--- src/rtl/core/assert_macros.svh ---
// Assertion macros shared by the layer blend RTL.
// Depends on nothing; included by files that carry concurrent checks.
`ifndef ASSERT_MACROS_SVH
`define ASSERT_MACROS_SVH

// Same-cycle implication, disabled while reset is high.
`define ASSERT_IMPL(label, clk, rst, ante, cons, msg) \
   label: assert property (@(posedge clk) disable iff (rst) (ante) |-> (cons)) \
      else $error(msg);

// Next-cycle implication, disabled while reset is high.
`define ASSERT_NEXT(label, clk, rst, ante, cons, msg) \
   label: assert property (@(posedge clk) disable iff (rst) (ante) |=> (cons)) \
      else $error(msg);

`endif

--- src/rtl/core/lpab_pkg.sv ---
// Types and constants for the layer pixel alpha blend pipeline.
// No dependencies; imported by every lpab module.
package lpab_pkg;

   localparam int COORD_W     = 12;
   localparam int CFG_W       = 13;
   localparam int POS_W       = 14;
   localparam int OPAC_W      = 9;
   localparam int CHAN_W      = 8;
   localparam int WEIGHT_W    = 16;
   localparam int PROD_W      = 24;
   localparam int INDEX_W     = 24;
   localparam int NUM_CHAN    = 3;
   localparam int NUM_STAGES  = 4;
   localparam int CSR_INDEX_W = 3;

   localparam logic [WEIGHT_W-1:0] FULL_WEIGHT = 16'd65280;  // 255 * 256
   localparam logic [OPAC_W-1:0]   OPACITY_ONE = 9'd256;
   localparam logic [CHAN_W-1:0]   CHAN_MAX    = 8'd255;

   typedef enum logic [CSR_INDEX_W-1:0] {
      CSR_X_SHIFT      = 3'd0,
      CSR_Y_SHIFT      = 3'd1,
      CSR_FRAME_WIDTH  = 3'd2,
      CSR_FRAME_HEIGHT = 3'd3,
      CSR_OPACITY      = 3'd4
   } csr_index_type;

   // Config as seen by the datapath: sizes and opacity already clamped.
   typedef struct packed {
      logic [CFG_W-1:0]  x_shift;
      logic [CFG_W-1:0]  y_shift;
      logic [CFG_W-1:0]  frame_width;
      logic [CFG_W-1:0]  frame_height;
      logic [OPAC_W-1:0] opacity;
   } cfg_type;

   // Lane order: blue, green, red.
   typedef logic [NUM_CHAN-1:0][CHAN_W-1:0] pixel_type;

   // Per-stage load enables from the valid/stall chain.
   typedef struct packed {
      logic [NUM_STAGES-1:0] en;
   } pipe_ctl_type;

endpackage

--- src/rtl/core/lpab_csr.sv ---
// Configuration registers of the layer blend, with size and opacity clamping on write.
// Depends on lpab_pkg.
module lpab_csr import lpab_pkg::*; #(
   parameter int MAX_WIDTH  = 4096,
   parameter int MAX_HEIGHT = 4096
) (
   input  logic                   clock,
   input  logic                   reset,
   input  logic                   csr_write,
   input  logic [CSR_INDEX_W-1:0] csr_index,
   input  logic [CFG_W-1:0]       csr_wdata,
   output cfg_type                cfg
);

   cfg_type cfg_ff, cfg_in;

   function automatic logic [CFG_W-1:0] clamp_dim(input logic [CFG_W-1:0] v, input int lim);
      if (int'(v) > lim) begin
         return CFG_W'(lim);
      end
      return v;
   endfunction

   always_comb begin
      cfg_in = cfg_ff;
      if (csr_write) begin
         unique case (csr_index_type'(csr_index))
            CSR_X_SHIFT:      cfg_in.x_shift      = csr_wdata;
            CSR_Y_SHIFT:      cfg_in.y_shift      = csr_wdata;
            CSR_FRAME_WIDTH:  cfg_in.frame_width  = clamp_dim(csr_wdata, MAX_WIDTH);
            CSR_FRAME_HEIGHT: cfg_in.frame_height = clamp_dim(csr_wdata, MAX_HEIGHT);
            CSR_OPACITY: begin
               cfg_in.opacity = (csr_wdata[OPAC_W-1:0] > OPACITY_ONE) ?
                                OPACITY_ONE : csr_wdata[OPAC_W-1:0];
            end
            default: ;  // unmapped index: dropped
         endcase
      end
   end

   always_ff @(posedge clock) begin
      if (reset) begin
         cfg_ff.x_shift      <= '0;
         cfg_ff.y_shift      <= '0;
         cfg_ff.frame_width  <= CFG_W'(1);
         cfg_ff.frame_height <= CFG_W'(1);
         cfg_ff.opacity      <= OPACITY_ONE;
      end else begin
         cfg_ff <= cfg_in;
      end
   end

   assign cfg = cfg_ff;

endmodule

--- src/rtl/core/lpab_coord.sv ---
// Coordinate path: layer offset, frame clip and linear index, four stages.
// Depends on lpab_pkg.
module lpab_coord import lpab_pkg::*; (
   input  logic               clock,
   input  pipe_ctl_type       ctl,
   input  cfg_type            cfg,
   input  logic [COORD_W-1:0] src_col,
   input  logic [COORD_W-1:0] src_row,
   output logic               write_enable,
   output logic [INDEX_W-1:0] dst_index
);

   // stage 0: signed frame position
   logic [POS_W-1:0] dx_in, dy_in, dx_ff, dy_ff;
   // stage 1: clip and row base
   logic                 inside1_in, inside1_ff;
   logic [2*CFG_W-1:0]   prod_full;
   logic [INDEX_W-1:0]   prod_ff;
   logic [CFG_W-1:0]     dx1_ff;
   // stage 2: index
   logic                 inside2_ff;
   logic [INDEX_W-1:0]   idx_in, idx_ff;
   // stage 3: output
   logic                 we_ff;
   logic [INDEX_W-1:0]   index_ff;

   assign dx_in = {cfg.x_shift[CFG_W-1], cfg.x_shift} + {{(POS_W-COORD_W){1'b0}}, src_col};
   assign dy_in = {cfg.y_shift[CFG_W-1], cfg.y_shift} + {{(POS_W-COORD_W){1'b0}}, src_row};

   assign inside1_in = !dx_ff[POS_W-1] && !dy_ff[POS_W-1] &&
                       (dx_ff[CFG_W-1:0] < cfg.frame_width) &&
                       (dy_ff[CFG_W-1:0] < cfg.frame_height);
   assign prod_full  = dy_ff[CFG_W-1:0] * cfg.frame_width;

   assign idx_in = prod_ff + {{(INDEX_W-CFG_W){1'b0}}, dx1_ff};

   always_ff @(posedge clock) begin
      if (ctl.en[0]) begin
         dx_ff <= dx_in;
         dy_ff <= dy_in;
      end
      if (ctl.en[1]) begin
         inside1_ff <= inside1_in;
         prod_ff    <= prod_full[INDEX_W-1:0];
         dx1_ff     <= dx_ff[CFG_W-1:0];
      end
      if (ctl.en[2]) begin
         inside2_ff <= inside1_ff;
         idx_ff     <= idx_in;
      end
      if (ctl.en[3]) begin
         we_ff    <= inside2_ff;
         index_ff <= inside2_ff ? idx_ff : '0;
      end
   end

   assign write_enable = we_ff;
   assign dst_index    = index_ff;

endmodule

--- src/rtl/core/lpab_mix.sv ---
// Color path: weight, per-lane products, and divide by 65280 over four stages.
// Depends on lpab_pkg.
module lpab_mix import lpab_pkg::*; (
   input  logic              clock,
   input  pipe_ctl_type      ctl,
   input  logic [OPAC_W-1:0] opacity,
   input  logic [CHAN_W-1:0] src_alpha,
   input  pixel_type         src_pix,
   input  pixel_type         dst_pix,
   output pixel_type         out_pix
);

   localparam int HI_W = PROD_W - CHAN_W;  // acc / 256

   logic [CHAN_W+OPAC_W-1:0]            w_full;
   logic [WEIGHT_W-1:0]                 w_ff, inv_w;
   pixel_type                           src0_ff, dst0_ff;
   logic [NUM_CHAN-1:0][PROD_W-1:0]     pd_in, ps_in, pd_ff, ps_ff;
   logic [NUM_CHAN-1:0][PROD_W:0]       acc;
   logic [NUM_CHAN-1:0][HI_W-1:0]       hi_in, hi_ff, est, rem;
   logic [NUM_CHAN-1:0][CHAN_W-1:0]     q0_ff;
   pixel_type                           q_in, out_ff;

   assign w_full = src_alpha * opacity;
   assign inv_w  = FULL_WEIGHT - w_ff;

   always_comb begin
      for (int i = 0; i < NUM_CHAN; i++) begin
         pd_in[i] = PROD_W'(dst0_ff[i]) * PROD_W'(inv_w);
         ps_in[i] = PROD_W'(src0_ff[i]) * PROD_W'(w_ff);
         acc[i]   = {1'b0, pd_ff[i]} + {1'b0, ps_ff[i]};
         hi_in[i] = acc[i][PROD_W-1:CHAN_W];
         // (hi + hi/256)/256 undershoots hi/255 by at most one
         est[i]   = hi_in[i] + (hi_in[i] >> CHAN_W);
         rem[i]   = hi_ff[i] - ({q0_ff[i], {CHAN_W{1'b0}}} - HI_W'(q0_ff[i]));
         q_in[i]  = q0_ff[i] + CHAN_W'(rem[i] >= HI_W'(CHAN_MAX));
      end
   end

   always_ff @(posedge clock) begin
      if (ctl.en[0]) begin
         w_ff    <= w_full[WEIGHT_W-1:0];
         src0_ff <= src_pix;
         dst0_ff <= dst_pix;
      end
      if (ctl.en[1]) begin
         pd_ff <= pd_in;
         ps_ff <= ps_in;
      end
      if (ctl.en[2]) begin
         hi_ff <= hi_in;
         for (int i = 0; i < NUM_CHAN; i++) begin
            q0_ff[i] <= est[i][HI_W-1:CHAN_W];
         end
      end
      if (ctl.en[3]) begin
         out_ff <= q_in;
      end
   end

   assign out_pix = out_ff;

endmodule

--- src/rtl/core/layer_pixel_alpha_blend.sv ---
// Layer pixel alpha blend: offset, clip, linear index and opacity-weighted mix.
// Pipeline: registered stages for weight, lane products and row base, index and
// estimate, and the divide-by-65280 correction, from request transfer to result.
// Throughput: one pixel per cycle while rsp_stall stays low; a held result backs
// up the stages and raises req_stall once every stage is full.
// Reset: pipeline valids cleared; registers to x/y offset 0, frame 1x1, opacity 256.
`include "assert_macros.svh"

module layer_pixel_alpha_blend import lpab_pkg::*; #(
   parameter int MAX_WIDTH  = 4096,
   parameter int MAX_HEIGHT = 4096
) (
   input  logic                   clock,
   input  logic                   reset,
   // request channel
   input  logic                   req_valid,
   output logic                   req_stall,
   input  logic [COORD_W-1:0]     req_src_col,
   input  logic [COORD_W-1:0]     req_src_row,
   input  logic [CHAN_W-1:0]      req_src_blue,
   input  logic [CHAN_W-1:0]      req_src_green,
   input  logic [CHAN_W-1:0]      req_src_red,
   input  logic [CHAN_W-1:0]      req_src_alpha,
   input  logic [CHAN_W-1:0]      req_dst_blue,
   input  logic [CHAN_W-1:0]      req_dst_green,
   input  logic [CHAN_W-1:0]      req_dst_red,
   // result channel
   output logic                   rsp_valid,
   input  logic                   rsp_stall,
   output logic                   rsp_write_enable,
   output logic [INDEX_W-1:0]     rsp_dst_index,
   output logic [CHAN_W-1:0]      rsp_out_blue,
   output logic [CHAN_W-1:0]      rsp_out_green,
   output logic [CHAN_W-1:0]      rsp_out_red,
   output logic [CHAN_W-1:0]      rsp_out_alpha,
   // config write channel
   input  logic                   csr_valid,
   output logic                   csr_ready,
   input  logic [CSR_INDEX_W-1:0] csr_index,
   input  logic [CFG_W-1:0]       csr_wdata
);

   cfg_type               cfg;
   pipe_ctl_type          ctl;
   logic [NUM_STAGES-1:0] valid_ff, valid_in, en;
   pixel_type             src_pix, dst_pix, out_pix;

   // Register writes are always taken; the host must write only while idle, which the block does not enforce.
   assign csr_ready = 1'b1;

   lpab_csr #(
      .MAX_WIDTH  (MAX_WIDTH),
      .MAX_HEIGHT (MAX_HEIGHT)
   ) u_csr (
      .clock     (clock),
      .reset     (reset),
      .csr_write (csr_valid && csr_ready),
      .csr_index (csr_index),
      .csr_wdata (csr_wdata),
      .cfg       (cfg)
   );

   // Stall chain: a stage loads when it is empty or the one after it moves.
   // Bubbles collapse, so a new pixel enters while a finished one waits at
   // the output as long as any stage is free.
   always_comb begin
      en[NUM_STAGES-1] = !valid_ff[NUM_STAGES-1] || !rsp_stall;
      for (int k = NUM_STAGES-2; k >= 0; k--) begin
         en[k] = !valid_ff[k] || en[k+1];
      end
      valid_in[0] = req_valid;
      for (int k = 1; k < NUM_STAGES; k++) begin
         valid_in[k] = valid_ff[k-1];
      end
   end

   assign ctl.en    = en;
   assign req_stall = !en[0];

   always_ff @(posedge clock) begin
      if (reset) begin
         valid_ff <= '0;
      end else begin
         for (int k = 0; k < NUM_STAGES; k++) begin
            if (en[k]) begin
               valid_ff[k] <= valid_in[k];
            end
         end
      end
   end

   lpab_coord u_coord (
      .clock        (clock),
      .ctl          (ctl),
      .cfg          (cfg),
      .src_col      (req_src_col),
      .src_row      (req_src_row),
      .write_enable (rsp_write_enable),
      .dst_index    (rsp_dst_index)
   );

   // lanes: 0 blue, 1 green, 2 red
   assign src_pix = {req_src_red, req_src_green, req_src_blue};
   assign dst_pix = {req_dst_red, req_dst_green, req_dst_blue};

   lpab_mix u_mix (
      .clock     (clock),
      .ctl       (ctl),
      .opacity   (cfg.opacity),
      .src_alpha (req_src_alpha),
      .src_pix   (src_pix),
      .dst_pix   (dst_pix),
      .out_pix   (out_pix)
   );

   assign rsp_valid     = valid_ff[NUM_STAGES-1];
   assign rsp_out_blue  = out_pix[0];
   assign rsp_out_green = out_pix[1];
   assign rsp_out_red   = out_pix[2];
   assign rsp_out_alpha = CHAN_MAX;

   // Request side stalls only with every stage full and the output held.
   `ASSERT_IMPL(a_stall_only_full, clock, reset, req_stall, (&valid_ff) && rsp_stall, "request stalled with a free stage")
   // Clipped pixels carry a zero index.
   `ASSERT_IMPL(a_clip_zero_index, clock, reset, rsp_valid && !rsp_write_enable, rsp_dst_index == '0, "clipped result with nonzero index")
   // Unstalled pipeline delivers an accepted pixel once it has passed every stage.
   `ASSERT_NEXT(a_latency, clock, reset, (req_valid && !req_stall) ##1 !rsp_stall ##1 !rsp_stall ##1 !rsp_stall, rsp_valid, "pixel missing at output after four cycles")
   // Stored opacity never exceeds one.
   `ASSERT_IMPL(a_opacity_sat, clock, reset, 1'b1, cfg.opacity <= OPACITY_ONE, "opacity above saturation")

endmodule

--- config.mk ---
export PLATFORM = sky130hd
export DESIGN_NAME = layer_pixel_alpha_blend
export DESIGN_NICKNAME = d
export VERILOG_FILES = /design/src/rtl/core/lpab_pkg.sv /design/src/rtl/core/lpab_csr.sv /design/src/rtl/core/lpab_coord.sv /design/src/rtl/core/lpab_mix.sv /design/src/rtl/core/layer_pixel_alpha_blend.sv
export VERILOG_INCLUDE_DIRS = /design/src /design/src/rtl/core
export SDC_FILE = /design/constraint.sdc
export NUM_CORES = 2
export LEC_CHECK = 0
export BUFFER_PORTS_ARGS = -buffer_cell sky130_fd_sc_hd__buf_2
export CORE_MARGIN = 5
export CORE_UTILIZATION = 50
export CTS_CLUSTER_SIZE = 30
export DETAILED_ROUTE_END_ITERATION = 12
export MAX_ROUTING_LAYER = met4
export PLACE_DENSITY = 0.64
export RECOVER_POWER = 100
export SETUP_SLACK_MARGIN = 0.2
export SLEW_MARGIN = 20
export SYNTH_ARGS = -nofsm -noshare
export SYNTH_HDL_FRONTEND = slang
export SYNTH_SLANG_ARGS = --single-unit
--- constraint.sdc ---
create_clock -name clock -period 7.45 [get_ports clock]
set_input_delay 0.3725 -clock clock [delete_from_list [all_inputs] [get_ports clock]]
set_output_delay 0.3725 -clock clock [all_outputs]
set_load 0.01 [all_outputs]
==> reports/results.ini <==
[drt]
drcViolationCount=0
drtPass1Iterations=5
drtIter0Drc=1892
drt_wl_total_um=130000
vias_per_cell=5.31
wl_per_cell_um=18.1
dr_total_vias=38100
ant_nets=0

[clock_tree]
cts_buffer_depth=3
cts-buffers-inserted=58
cts_max_level=2
cts_tree=yes
clk_latency_ns=0.67
cts_setup_buffers=0
cts_root_buffer=clkbuf_16
clk_pin_slew_ns=0.06
cts_sinks=485

[layout]
fin_cells=7177
drive_gt1_frac=0.0469
syn_to_final_growth_pct=8.55
layout_common_cells=inv_1 (889), fa_1 (668), nand2_1 (628)
nets=7075
fill_cells=9596
layout_commonest_cell=inv_1
stdcell_area_um2=59500

[global_route]
grt_pass1_wl_um=213000
grt-ovfl-total=0
grt_pass1_vias=40100
antenna_found_initial=14
gr-usage-all-layers=0.235
grt_max_degree=77

[floorplan]
start_util=0.503
die_w_um=341
die_h_um=341
dieArea_um2=116000
ioPinCount=161
core_area_um2=109000
rows=121

[sta]
finalCritPeriodShare=0.902
finalMaxSlewViolations=434
worst_slew_pin_slew_ns=4.14
fin_crit_ns=6.72
setup_viol=0
max_slew_margin=-1.76
hold_viol=0
rsz0062_at_grt=false
fin_hold_ws_ns=0.0710
setup_slack_ns=0.733
fin_skew_ns=0.0415
tns_ns=0
fmax_ghz=0.149

[yosys]
synth_area_um2=54800
synthFlopType=edfxtp_1
ys_seq_elements=485
synth_cells=5568
synth_warnings=0
syn-mean-instance-area_um2=9.84
synth.distinct_cells=88
seq_area_frac_synth=0.254
async_flop_share=0
synth_edf_count=420

[status]
status=complete, but fails checks
failed_checks=max-capacitance violations, max-slew violations

[place]
placed_cell_area_um2=57000
dp_hpwl_um=102000
pre_cts_slack_ns=0.516
port_buffers=151
place_congestion=0.900
placed_cells=6995

[power_and_ir_drop]
irDropWorstVdd_v=0.000236
p_leak_nw=28.0
power_density_nw_per_um2=375

[critical_path]
critPathRequiredTime_ns=7.83
crit_type=reg2reg
startpoint=u_mix.w_ff[0]
startpoint_type=flop
critPathMaxFanout=49
end_kind=flop
worst_r2r_startpoint=u_mix.w_ff[0]
cp_data_arrival_time_ns=7.10

[flow_run]
drv_cap=8

[worst_hold_path]
min_path_type=in2reg
min_from=req_src_col[0]

==> synth_stat cells, types with 8 or more instances <==
cell	n	area, um2
o211ai_1	17	128
or3_1	17	106
ha_1	603	7540
o21a_1	34	255
a21o_1	94	706
a31oi_1	14	87.6
fa_1	668	13400
nor3b_1	9	67.6
a21boi_0	22	165
nor3_1	68	340
edfxtp_1	420	12600
or2_2	13	81.3
a31o_2	9	78.8
clkbuf_1	182	683
inv_1	890	3340
and3_1	31	194
nand2_1	627	2350
nand3_1	62	310
buf_4	9	67.6
xnor2_1	212	1860
o21ai_0	105	526
nand2b_1	30	188
nor2b_1	41	257
o21bai_1	18	135
nor2_1	196	736
nand4_1	18	113
a21oi_1	221	1110
xor2_1	82	718
a211oi_1	9	67.6
dfxtp_1	65	1300
a2111oi_0	8	70.1
a211o_1	10	87.6
and2_1	639	4000
o2111ai_1	11	96.3
==> routing by layer <==
metal	wire [um]	vias to the layer above	share of wire	GRT usage
li1	-	18200	-	-
met1	57200	18900	0.44	0.306
met2	62500	776	0.48	0.390
met3	6880	177	0.053	0.0345
met4	3300	0	0.025	0.0574
met5	0	-	0	-
==> per-stage QoR <==
step | utilization | total power (W)
finish | 0.546 | 0.0223
global route | 0.546 | 0.0244
CTS | 0.547 | 0.0225
detailed placement | 0.524 | 0.0194
global placement | 0.524 | 0.0191
floorplan | - | 0.0157
==> critical path, cell delays in order (launching register included) <==
cell,delay [ns]
edfxtp_1,0.35
buf_4,0.46
nor3_1,0.11
xnor2_1,0.83
buf_12,0.24
and2_1,0.16
fa_1,0.44
fa_1,0.47
fa_1,0.51
inv_1,0.05
fa_1,0.48
inv_1,0.04
ha_1,0.33
a21oi_1,0.15
o21a_1,0.22
o2111ai_1,0.15
a41oi_1,0.38
o21bai_1,0.13
a2111oi_1,0.65
nor3_1,0.13
nand3b_1,0.18
==> power by group <==
group          leakage (nW)  internal (W)  switching [W]  total [W]
Sequential             5.17       0.00437       0.000552    0.00492
Clock                 0.954       0.00168        0.00123    0.00291
Combinational          21.9       0.00617        0.00830     0.0145
Total                  28.0        0.0122         0.0101     0.0223
==> registers in the layout (all words and copies together), names as in the netlist, 14 cells and up <==
signal / flops
u_mix.src0_ff: 24
u_coord.idx_ff: 24
u_mix.ps_ff: 72
u_mix.out_pix: 24
u_coord.dy_ff: 14
u_mix.pd_ff: 72
u_coord.dx_ff: 14
u_mix.dst0_ff: 24
u_mix.hi_ff: 48
u_csr.cfg: 61
u_coord.dst_index: 24
u_mix.q0_ff: 24
u_coord.prod_ff: 24
u_mix.w_ff: 16
==> kinds of logic after synthesis <==
logic type	share of synthesized area
multiplexers	0.00119
buffers and inverters	0.0750
XOR/XNOR	0.0473
flip-flops	0.254
other	0.0000685
adder cells (fa/ha/maj)	0.382
AND/OR/NAND/NOR	0.165
AO/OA/AOI/OAI	0.0760
==> worst paths after layout <==
check                            end  slack (ns)  depth (start not counted)
setup / recovery     u_mix.pd_ff[70]        0.73                         20
hold / removal      u_coord.dx_ff[0]        0.07                          2
setup reg to reg     u_mix.pd_ff[70]        0.73                         20
hold reg to reg   u_coord.inside2_ff        0.44                          0
==> repair_timing <==
item,in CTS,in global routing
hold buffers,62,0
endpoints found under the hold margin,73,0
resized for setup,0,4
setup endpoints to repair,0,6
==> final cells by class <==
| cell class | instances | area, um2 | area share |
|---|---|---|---|
| Antenna cell | 12 | 30.0 | 0.000505 |
| Clock buffer | 63 | 1470 | 0.0247 |
| Multi-Input combinational cell | 4006 | 36800 | 0.619 |
| Sequential cell | 485 | 13900 | 0.234 |
| Inverter | 890 | 3340 | 0.0562 |
| Clock inverter | 45 | 458 | 0.00770 |
| Tap cell | 1414 | 1770 | 0.0298 |
| Timing Repair Buffer | 262 | 1660 | 0.0279 |
Power figures use the tool's default switching activity.
